==> src/rtl/kcl_pkg.sv <==
package kcl_pkg;

  // Kind of an input request, carried on the input tuser.
  typedef enum logic [1:0] {
    KIND_KEY  = 2'd0,
    KIND_TICK = 2'd1,
    KIND_PASS = 2'd2,
    KIND_NONE = 2'd3
  } kind_e;

  // Status of a result, carried on the output tuser.
  typedef enum logic [2:0] {
    ST_DIGIT   = 3'd0,
    ST_CORRECT = 3'd1,
    ST_WRONG   = 3'd2,
    ST_ERASED  = 3'd3,
    ST_TOGGLED = 3'd4,
    ST_IGNORED = 3'd5,
    ST_TICK    = 3'd6,
    ST_PASSED  = 3'd7
  } status_e;

  // Configuration register indexes.
  typedef enum logic {
    REG_SAVED_CODE = 1'b0,
    REG_TICKS      = 1'b1
  } reg_e;

  localparam logic [7:0] KEY_STAR = 8'd42;
  localparam logic [7:0] KEY_HASH = 8'd35;
  localparam logic [7:0] KEY_ZERO = 8'd48;
  localparam logic [7:0] KEY_NINE = 8'd57;

  localparam logic [5:0] MINUTES_PER_HOUR = 6'd60;
  localparam logic [4:0] LAST_HOUR        = 5'd23;

  localparam logic [31:0] SAVED_CODE_RST = 32'h2D2D_2D2D;
  localparam logic [15:0] TICKS_RST      = 16'd3665;

  typedef struct packed {
    status_e     status;
    logic [15:0] entry_count;
    logic [5:0]  minute;
    logic [4:0]  hour;
    logic        unlocked;
    logic        show_code;
    logic [7:0]  echo_char;
    logic [2:0]  digits_entered;
  } result_t;

endpackage

==> src/rtl/keypad_code_lock.sv <==
// Keypad code lock with an hours:minutes clock.
// Input stream: tuser carries the request kind (key press, timer tick,
// passage), tdata carries the ASCII key, used only for key presses.
// Output stream: exactly one result per request, in order; tuser holds the
// status code and tdata the digit count, echo character, show and unlock
// flags, hour, minute and the entry count.
// The configuration port writes the saved code (index 0) or the ticks per
// minute (index 1) at any edge with cfg_we_i high; write only while idle.
// A request passes one input register, then the key and clock logic feeding
// one result register. Throughput is one request per cycle while the receiver
// keeps up; the lock and clock state between those registers is updated as
// each request passes.
// When the receiver stalls, the input register still takes one more request;
// tready falls only when both registers are full.
// Reset empties both registers, clears the digit count, flags, clock and
// entry count, and loads the code "----" and 3665 ticks per minute.
module keypad_code_lock #(
  parameter int CODE_LENGTH      = 4,
  parameter int ENTRY_COUNT_BITS = 16
) (
  input  logic        clk_i,
  input  logic        rst_ni,
  input  logic        s_axis_tvalid,
  output logic        s_axis_tready,
  input  logic [7:0]  s_axis_tdata,   // [7:0] key
  input  logic [1:0]  s_axis_tuser,   // [1:0] kind
  output logic        m_axis_tvalid,
  input  logic        m_axis_tready,
  // [2:0] digits_entered, [10:3] echo_char, [11] show_code, [12] unlocked,
  // [17:13] hour, [23:18] minute, [39:24] entry_count
  output logic [39:0] m_axis_tdata,
  output logic [2:0]  m_axis_tuser,   // [2:0] status
  input  logic        cfg_we_i,
  input  logic        cfg_addr_i,
  input  logic [31:0] cfg_wdata_i
);

  logic [31:0]       saved_code_q;
  logic [15:0]       ticks_q;
  logic              in_vld_q;
  kcl_pkg::kind_e    in_kind_q;
  logic [7:0]        in_key_q;
  logic              out_vld_q;
  kcl_pkg::result_t  out_q;
  kcl_pkg::result_t  result;
  logic              advance;
  logic              s_accept;

  assign advance       = in_vld_q && (!out_vld_q || m_axis_tready);
  assign s_axis_tready = !in_vld_q || advance;
  assign s_accept      = s_axis_tvalid && s_axis_tready;

  always_ff @(posedge clk_i or negedge rst_ni) begin
    if (!rst_ni) begin
      saved_code_q <= kcl_pkg::SAVED_CODE_RST;
      ticks_q      <= kcl_pkg::TICKS_RST;
    end else if (cfg_we_i) begin
      unique case (kcl_pkg::reg_e'(cfg_addr_i))
        kcl_pkg::REG_SAVED_CODE: saved_code_q <= cfg_wdata_i;
        kcl_pkg::REG_TICKS:      ticks_q      <= cfg_wdata_i[15:0];
        default:                 saved_code_q <= saved_code_q;
      endcase
    end
  end

  always_ff @(posedge clk_i or negedge rst_ni) begin
    if (!rst_ni) begin
      in_vld_q  <= 1'b0;
      out_vld_q <= 1'b0;
    end else begin
      if (s_accept) begin
        in_vld_q <= 1'b1;
      end else if (advance) begin
        in_vld_q <= 1'b0;
      end
      if (advance) begin
        out_vld_q <= 1'b1;
      end else if (m_axis_tready) begin
        out_vld_q <= 1'b0;
      end
    end
  end

  always_ff @(posedge clk_i) begin
    if (s_accept) begin
      in_kind_q <= kcl_pkg::kind_e'(s_axis_tuser);
      in_key_q  <= s_axis_tdata;
    end
    if (advance) begin
      out_q <= result;
    end
  end

  kcl_core #(
    .CODE_LENGTH      (CODE_LENGTH),
    .ENTRY_COUNT_BITS (ENTRY_COUNT_BITS)
  ) u_core (
    .clk_i              (clk_i),
    .rst_ni             (rst_ni),
    .step_i             (advance),
    .kind_i             (in_kind_q),
    .key_i              (in_key_q),
    .saved_code_i       (saved_code_q),
    .ticks_per_minute_i (ticks_q),
    .result_o           (result)
  );

  assign m_axis_tvalid = out_vld_q;
  assign m_axis_tuser  = out_q.status;
  assign m_axis_tdata  = {out_q.entry_count, out_q.minute, out_q.hour, out_q.unlocked,
                          out_q.show_code, out_q.echo_char, out_q.digits_entered};

endmodule

==> src/rtl/kcl_clock.sv <==
module kcl_clock (
  input  logic        clk_i,
  input  logic        rst_ni,
  input  logic        tick_i,
  input  logic [15:0] ticks_per_minute_i,
  output logic [4:0]  hour_o,
  output logic [5:0]  minute_o
);

  logic [15:0] tick_q, tick_d;
  logic [5:0]  minute_q, minute_d;
  logic [4:0]  hour_q, hour_d;
  logic [16:0] tick_inc;
  logic [5:0]  minute_inc;
  logic [4:0]  hour_inc;

  always_comb begin
    tick_inc   = {1'b0, tick_q} + 17'd1;
    minute_inc = minute_q + 6'd1;
    hour_inc   = hour_q + 5'd1;
    tick_d     = tick_q;
    minute_d   = minute_q;
    hour_d     = hour_q;
    if (tick_i) begin
      tick_d = tick_inc[15:0];
      // A zero period still rolls the minute on every tick.
      if (tick_inc >= {1'b0, ticks_per_minute_i}) begin
        tick_d   = '0;
        minute_d = minute_inc;
        if (minute_inc >= kcl_pkg::MINUTES_PER_HOUR) begin
          minute_d = '0;
          hour_d   = (hour_q >= kcl_pkg::LAST_HOUR) ? '0 : hour_inc;
        end
      end
    end
  end

  always_ff @(posedge clk_i or negedge rst_ni) begin
    if (!rst_ni) begin
      tick_q   <= '0;
      minute_q <= '0;
      hour_q   <= '0;
    end else begin
      tick_q   <= tick_d;
      minute_q <= minute_d;
      hour_q   <= hour_d;
    end
  end

  assign hour_o   = hour_d;
  assign minute_o = minute_d;

endmodule

==> src/rtl/kcl_core.sv <==
module kcl_core #(
  parameter int CODE_LENGTH      = 4,
  parameter int ENTRY_COUNT_BITS = 16
) (
  input  logic                    clk_i,
  input  logic                    rst_ni,
  input  logic                    step_i,
  input  kcl_pkg::kind_e          kind_i,
  input  logic [7:0]              key_i,
  input  logic [31:0]             saved_code_i,
  input  logic [15:0]             ticks_per_minute_i,
  output kcl_pkg::result_t        result_o
);

  localparam int CntW = $clog2(CODE_LENGTH + 1);
  localparam int CodeExtW = 8 * CODE_LENGTH + 32;

  logic [7:0]                  buf_q [CODE_LENGTH];
  logic [7:0]                  buf_d [CODE_LENGTH];
  logic [CntW-1:0]             cnt_q, cnt_d, cnt_eff, cnt_inc;
  logic                        show_q, show_d;
  logic                        unlock_q, unlock_d;
  logic [ENTRY_COUNT_BITS-1:0] entries_q, entries_d;
  logic [CodeExtW-1:0]         code_ext;
  logic                        is_digit;
  logic                        buf_wr;
  logic                        match;
  logic                        tick;
  logic [7:0]                  echo;
  kcl_pkg::status_e            status;
  logic [4:0]                  hour;
  logic [5:0]                  minute;

  // Characters beyond the fourth compare against zero.
  assign code_ext = {{(8 * CODE_LENGTH){1'b0}}, saved_code_i};
  assign is_digit = (key_i >= kcl_pkg::KEY_ZERO) && (key_i <= kcl_pkg::KEY_NINE);
  // A full buffer is emptied by any key press before the key is handled.
  assign cnt_eff  = (cnt_q >= CntW'(CODE_LENGTH)) ? '0 : cnt_q;
  assign cnt_inc  = cnt_eff + CntW'(1);
  assign buf_wr   = (kind_i == kcl_pkg::KIND_KEY) && is_digit;
  assign tick     = step_i && (kind_i == kcl_pkg::KIND_TICK);

  always_comb begin
    for (int i = 0; i < CODE_LENGTH; i++) begin
      buf_d[i] = (buf_wr && (cnt_eff == CntW'(i))) ? key_i : buf_q[i];
    end
    match = 1'b1;
    for (int i = 0; i < CODE_LENGTH; i++) begin
      if (buf_d[i] != code_ext[8*i +: 8]) begin
        match = 1'b0;
      end
    end
  end

  always_comb begin
    cnt_d     = cnt_q;
    show_d    = show_q;
    unlock_d  = unlock_q;
    entries_d = entries_q;
    echo      = '0;
    status    = kcl_pkg::ST_IGNORED;
    unique case (kind_i)
      kcl_pkg::KIND_KEY: begin
        cnt_d = cnt_eff;
        priority if (is_digit) begin
          cnt_d = cnt_inc;
          echo  = show_q ? key_i : kcl_pkg::KEY_STAR;
          if (cnt_inc < CntW'(CODE_LENGTH)) begin
            status = kcl_pkg::ST_DIGIT;
          end else if (match) begin
            status   = kcl_pkg::ST_CORRECT;
            unlock_d = 1'b1;
            if (entries_q != {ENTRY_COUNT_BITS{1'b1}}) begin
              entries_d = entries_q + ENTRY_COUNT_BITS'(1);
            end
          end else begin
            status = kcl_pkg::ST_WRONG;
          end
        end else if (key_i == kcl_pkg::KEY_STAR) begin
          show_d = ~show_q;
          status = kcl_pkg::ST_TOGGLED;
        end else if ((key_i == kcl_pkg::KEY_HASH) && (cnt_eff != '0)) begin
          cnt_d  = cnt_eff - CntW'(1);
          status = kcl_pkg::ST_ERASED;
        end else begin
          status = kcl_pkg::ST_IGNORED;
        end
      end
      kcl_pkg::KIND_TICK: status = kcl_pkg::ST_TICK;
      kcl_pkg::KIND_PASS: begin
        unlock_d = 1'b0;
        status   = kcl_pkg::ST_PASSED;
      end
      default: status = kcl_pkg::ST_IGNORED;
    endcase
  end

  always_ff @(posedge clk_i) begin
    if (step_i && buf_wr) begin
      buf_q <= buf_d;
    end
  end

  always_ff @(posedge clk_i or negedge rst_ni) begin
    if (!rst_ni) begin
      cnt_q     <= '0;
      show_q    <= 1'b0;
      unlock_q  <= 1'b0;
      entries_q <= '0;
    end else if (step_i) begin
      cnt_q     <= cnt_d;
      show_q    <= show_d;
      unlock_q  <= unlock_d;
      entries_q <= entries_d;
    end
  end

  kcl_clock u_clock (
    .clk_i              (clk_i),
    .rst_ni             (rst_ni),
    .tick_i             (tick),
    .ticks_per_minute_i (ticks_per_minute_i),
    .hour_o             (hour),
    .minute_o           (minute)
  );

  always_comb begin
    result_o.status         = status;
    result_o.entry_count    = 16'(entries_d);
    result_o.minute         = minute;
    result_o.hour           = hour;
    result_o.unlocked       = unlock_d;
    result_o.show_code      = show_d;
    result_o.echo_char      = echo;
    result_o.digits_entered = 3'(cnt_d);
  end

endmodule
==> config.mk <==
export PLATFORM = sky130hd
export DESIGN_NAME = keypad_code_lock
export DESIGN_NICKNAME = d
export VERILOG_FILES = /design/src/rtl/kcl_pkg.sv /design/src/rtl/keypad_code_lock.sv /design/src/rtl/kcl_clock.sv /design/src/rtl/kcl_core.sv
export SDC_FILE = /design/constraint.sdc
export NUM_CORES = 1
export LEC_CHECK = 0
export BUFFER_PORTS_ARGS = -buffer_cell sky130_fd_sc_hd__clkbuf_2
export CAP_MARGIN = 20
export CORE_MARGIN = 2
export CORE_UTILIZATION = 25
export CTS_CLUSTER_DIAMETER = 50
export DETAILED_ROUTE_END_ITERATION = 6
export PLACE_DENSITY_LB_ADDON = 0.05
export REMOVE_ABC_BUFFERS = 1
export SLEW_MARGIN = 5
export SYNTH_ARGS = -nofsm -noshare
export SYNTH_HDL_FRONTEND = slang
export SYNTH_HIERARCHICAL = 1
export SYNTH_SLANG_ARGS = --single-unit
==> constraint.sdc <==
create_clock -name clk_i -period 5.81 [get_ports clk_i]
set_input_delay 0.581 -clock clk_i [delete_from_list [all_inputs] [get_ports clk_i]]
set_output_delay 0.581 -clock clk_i [all_outputs]
set_load 0.01 [all_outputs]
; Yosys cells after proc, flatten, opt, wreduce, memory -nomap -nowiden
; Index checks and enable logic that the tools add are counted.
[classes]
n_eq_ne = 12
addsub = 6
order_cmp = 7
n_bitwise = 2
n_mux = 44
reduce_logical = 24
[op_table]
columns = cell, count
row1 = $mux W16, 6
row2 = $mux W8, 4
row3 = $ne A8 B8 Y1, 4
row4 = $mux W3, 9
row5 = $mux W6, 4
row6 = $mux W5, 4
row7 = $add A16 B1 Y17 const B, 1
row8 = $ge A17 B16 Y1, 1
row9 = $add A16 B1 Y16 const B, 1
row10 = $eq A8 B6 Y1 const B, 2
row11 = $ne A16 B16 Y1 const B, 1
row12 = $mux W1, 14
row13 = $logic_and A1 B1 Y1, 11
row14 = $pmux W3 S3, 1
row15 = $ge A8 B6 Y1 const B, 1
row16 = $le A8 B6 Y1 const B, 1
row17 = $add A6 B1 Y6 const B, 1
row18 = $eq A3 B2 Y1 const B, 2
row19 = $ge A6 B6 Y1 const B, 1
row20 = $reduce_and A2 Y1, 3
row21 = $add A5 B1 Y5 const B, 1
row22 = $ge A5 B5 Y1 const B, 1
row23 = $reduce_bool A2 Y1, 2
row24 = $add A3 B1 Y3 const B, 1
row25 = 15 further kinds, 18
[totals]
ff_bits = 183

; Longest topological paths before layout
[depth]
depth_word = 14
mapped_depth = 14

; Hierarchy
; Netlist, hierarchy kept.
[by_module_without_submodules]
columns = mod, cells_each, n_inst, seq_area_each_um2, area_each_um2
row1 = kcl_core, 425, 1, 1486.4, 3968.8
row2 = keypad_code_lock, 164, 1, 2870.3, 3648.5
row3 = kcl_clock, 216, 1, 675.6, 2048.2

; Worst setup path before layout
; Ideal clock, no wire load.
[synth_path]
path_type = input to register
start = input port m_axis_tready
end = register u_core/buf_q[0] (netlist bit), enable pin
t_arrival_ns = 2.948
n_path_buf = 1
path_stages = 4
setup_slack_ns = 2.470
setup_ns = 0.392
path_cell_list = nand2b_1 > and2_1 > clkbuf_1 > and2_1
[synth_between]
elab_chain_cells = 3
[synth_rtl]
columns = element, line_no
row1 = start: declaration, keypad_code_lock.sv:28  ; input logic m_axis_tready,
row2 = $logic_or A1 B1 Y1, keypad_code_lock.sv:49  ; assign advance = in_vld_q && (!out_vld_q || m_axis_tready);
row3 = $logic_and A1 B1 Y1, keypad_code_lock.sv:49
row4 = net advance, keypad_code_lock.sv:46  ; logic advance;
row5 = $logic_and A1 B1 Y1, kcl_core.sv:99  ; if (step_i && buf_wr) begin
row6 = end signal: assignment, kcl_core.sv:100  ; buf_q <= buf_d;
row7 = end: declaration, kcl_core.sv:18  ; logic [7:0] buf_q [CODE_LENGTH];
; The timed path passes the listed nets, and every way through them passes these cells.
; A chain may end at the register's enable or synchronous reset.

==> flow_metrics.tcl <==
set metrics [dict create \
    grt_pass1_wl_um 39600 \
    ys_async_sr_fraction_pct 53.6 \
    combinationalPowerShare_pct 14.2 \
    std_cell_rows 72 \
    slowest_stage "sky130_fd_sc_hd__o21ai_1" \
    resized_after_cts 0 \
    setup_viol_count_final 0 \
    io-pin-count 93 \
    hold_slack_ns 0.109 \
    dp.final_hpwl_um 17600 \
    setup_slack_of_the_critical_path_after_layout_ns 1.49 \
    drv.max_cap_violation_count 0 \
    post_synth_and_or_nand_nor_area_fraction_pct 14.5 \
    yosys.area_share.xor_xnor_pct 5.80 \
    arrival_ns 4.51 \
    routed_wirelength_um 24700 \
    areaGrowthSynthToFinish_pct 15.2 \
    setup_total_negative_slack_ns 0 \
    clk_pin_slew_ns 0.07 \
    status "complete, no violations" \
    final.min_clock_period_ns 4.32 \
    drt-wirelength-per-cell_um 17.4 \
    clock_sinks 183 \
    cpLargestDelayFamily "simple AND/OR/NAND/NOR gates" \
    clock_power_share_pct 35.6 \
    die_area_mm2 0.0403 \
    timing.final.hold_violations 0 \
    drc 0 \
    final_antenna_net_count 0 \
    power.share.switching_pct 27.5 \
    chipWidth_um 201 \
    grt_antenna_before_repair 2 \
    power.total_mw 3.14 \
    critical_path.cell_chain "o21ai_1 > nand4_1 > mux2i_1 > a211oi_1 > nand4b_1 > nor4_4 > buf_4 > nand2_1 > mux2_1" \
    sequentialPowerShare_pct 50.2 \
    dpl-instance-area_mm2 0.0106 \
    die_h_um 201 \
    core_area_mm2 0.0384 \
    synth-seq-area-share_pct 52.1 \
    end_kind "flip-flop" \
    yosys.cell_types.count 85 \
    synth_top_cell_area_share_pct 26.4 \
    insertedDiodeCount 0 \
    crit_fanout 30 \
    globalRouteOverflowTotal 0 \
    via_count 6265 \
    drv_slew 0 \
    worstSetupPathType "reg -> reg" \
    leakage_power_total_nw 4.58 \
    cts_max_level 4 \
    synthesized_area_per_cell_um2 12.0 \
    synth_seq_cells 183 \
    design.final.nets 967 \
    net-switching-power_uw 862 \
    synth_flop_cell "sky130_fd_sc_hd__edfxtp_1" \
    grt_max_degree 63 \
    gr-usage-all-layers_pct 12.7 \
    synth_compound_area_share_pct 9.75 \
    synth.largest_area_cell "sky130_fd_sc_hd__edfxtp_1" \
    postLayoutCellArea_mm2 0.0111 \
    fmax_ghz 0.231 \
    relSlewSlack_pct 34.4 \
    first_pass_iters 4 \
    tritoncts "built" \
    dominant_cells_by_area_after_synthesis "sky130_fd_sc_hd__edfxtp_1 (26%), sky130_fd_sc_hd__dfrtp_1 (20%), sky130_fd_sc_hd__dfstp_2 (6.0%)" \
    drt-vias-per-instance 4.41 \
    hold_path_class "in -> async" \
    port_buffers 92 \
    initial_core_util_pct 25.2 \
    cts-root-to-sink-buffers 2 \
    dp_slack_ns 1.42 \
    timing.clock.skew_ns 0.0110 \
    synth_top_family_by_area "simple AND/OR/NAND/NOR gates" \
    first_iter_violations 267 \
    rsz0062_at_grt "false" \
    post_synth_mux_area_share_pct 9.35 \
    via_count_of_the_first_global_routing_pass 6659 \
    netlist_area_mm2 0.00967 \
    synthesis.instances 805 \
    measured_slew_at_the_worst_slew_check_pin_ns 0.970 \
    internal_power_consumption_mw 2.28 \
    ys_warn_count 6 \
    cts_post_setup_buffers_inserted 0 \
    holdBufCountCts 0 \
    critical_path.startpoint_type "flip-flop" \
    crit_buf_inv 1 \
    required_ns 6.00 \
    cts_root_buf "sky130_fd_sc_hd__clkbuf_16" \
    insertion_delay_ns 0.44 \
    power_per_cell_area_mw_per_mm2 282 \
    worst_vdd_drop_mv 0.205 \
    layout-drive-gt1-share_pct 26.6 \
    cp_slowest_stage_delay_ns 0.80 \
    fin_crit_sh_pct 74.4 \
    gp_congestion 0.726 \
    cts_buffers 17 \
    post_synth_fa_ha_maj_area_fraction_pct 3.99 \
    synth_edf_count 85 \
]
-- placed cells by master, fill, tap and decap left out, types with 6 or more instances in the layout --
| master | n |
|---|---|
| sky130_fd_sc_hd__a21o_1 | 6 |
| sky130_fd_sc_hd__a21oi_1 | 24 |
| sky130_fd_sc_hd__a22o_1 | 8 |
| sky130_fd_sc_hd__and2_1 | 15 |
| sky130_fd_sc_hd__and3_1 | 23 |
| sky130_fd_sc_hd__and4_1 | 6 |
| sky130_fd_sc_hd__buf_4 | 10 |
| sky130_fd_sc_hd__clkbuf_16 | 17 |
| sky130_fd_sc_hd__clkbuf_2 | 91 |
| sky130_fd_sc_hd__dfrtp_1 | 76 |
| sky130_fd_sc_hd__dfstp_2 | 22 |
| sky130_fd_sc_hd__edfxtp_1 | 85 |
| sky130_fd_sc_hd__ha_1 | 30 |
| sky130_fd_sc_hd__inv_1 | 44 |
| sky130_fd_sc_hd__mux2_2 | 32 |
| sky130_fd_sc_hd__mux2_4 | 32 |
| sky130_fd_sc_hd__nand2_1 | 47 |
| sky130_fd_sc_hd__nand2b_1 | 22 |
| sky130_fd_sc_hd__nand3_1 | 28 |
| sky130_fd_sc_hd__nand4_1 | 19 |
| sky130_fd_sc_hd__nor2_1 | 23 |
| sky130_fd_sc_hd__nor2b_1 | 13 |
| sky130_fd_sc_hd__nor3_1 | 11 |
| sky130_fd_sc_hd__o21ai_0 | 29 |
| sky130_fd_sc_hd__o21ai_1 | 6 |
| sky130_fd_sc_hd__o2bb2ai_1 | 11 |
| sky130_fd_sc_hd__xnor2_1 | 44 |
| sky130_fd_sc_hd__xor2_1 | 20 |
-- synthesized netlist by cell type, types with 24 or more instances --
library cell	instances
sky130_fd_sc_hd__o21ai_0	29
sky130_fd_sc_hd__xnor2_1	44
sky130_fd_sc_hd__a21oi_1	24
sky130_fd_sc_hd__mux2_4	32
sky130_fd_sc_hd__nand2_1	47
sky130_fd_sc_hd__dfrtp_1	76
sky130_fd_sc_hd__inv_1	44
sky130_fd_sc_hd__mux2_2	32
sky130_fd_sc_hd__ha_1	30
sky130_fd_sc_hd__nand3_1	28
sky130_fd_sc_hd__edfxtp_1	85
-- stage by stage --
stage               utilization (%)  cells
floorplan                         -    769
global placement               27.6   1388
detailed placement             27.6   1388
CTS                            29.0   1420
global route                   29.0   1420
finish                         29.0   1420
-- cell families after synthesis --
family,count (synthesis)
AOI/OAI and AO/OA,133
xor gates and xnor gates,64
adders and majority gates,31
buffers and inverters,82
DFF,183
muxes,70
other,2
and+or+nand+nor,240
-- sequential cells by signal, summed over array words and instances (netlist names) --
| name | flops |
|---|---|
| m_axis_tdata | 40 |
| saved_code_q | 32 |
| u_core/buf_q | 32 |
| ticks_q | 16 |
| u_core/entries_q | 16 |
| u_core/u_clock/tick_q | 16 |
| in_key_q | 8 |
| u_core/u_clock/minute_q | 6 |
| u_core/u_clock/hour_q | 5 |
| m_axis_tuser | 3 |
| u_core/cnt_q | 3 |
| in_kind_q | 2 |
| in_vld_q | 1 |
| m_axis_tvalid | 1 |
| u_core/show_q | 1 |
| u_core/unlock_q | 1 |
-- area by class of cell --
class | count | area, µm²
well taps | 518 | 648
flip-flops and latches | 183 | 5030
fillers | 4048 | 27200
repair buffers | 101 | 531
multi-input cells | 541 | 4220
clock inverters | 11 | 101
clock buffers | 21 | 440
inverters | 45 | 169
-- worst paths after layout --
path / depth (start not counted) / endpoint / start / slack, ns
max: 9 / m_axis_tdata[39]$_DFFE_PP_ / in_key_q[2]$_DFFE_PP_ / 1.49
min: 1 / ticks_q[2]$_DFFE_PN0P_ / rst_ni / 0.11
max reg2reg: 9 / m_axis_tdata[39]$_DFFE_PP_ / in_key_q[2]$_DFFE_PP_ / 1.49
min reg2reg: 1 / m_axis_tvalid$_DFFE_PN0P_ / in_vld_q$_DFFE_PN0P_ / 0.48
max in group asynchronous: 2 / u_core/entries_q[11]$_DFFE_PN0P_ / rst_ni / 4.42
min in group clk_i: 1 / in_key_q[7]$_DFFE_PP_ / s_axis_tdata[7] / 0.31
-- layer usage --
layer	part of all wire, %	vias to the layer above	GRT usage, %
met5	0.10	-	0
li1	-	3105	-
met3	3.3	22	2.78
met2	44	86	19.6
met1	51	3048	17.9
met4	1.3	4	3.81
-- power groups by stage --
stage / Sequential (mW) / Clock (mW) / Combinational (mW)
2_1_floorplan: 1.58 / 0 / 0.297
4_1_cts: 1.58 / 1.17 / 0.459
3_5_place_dp: 1.61 / 0 / 0.455
6_report: 1.58 / 1.12 / 0.447
3_3_place_gp: 1.61 / 0 / 0.455
5_1_grt: 1.60 / 1.21 / 0.507
Note: power is estimated with default switching activity, not from simulation.
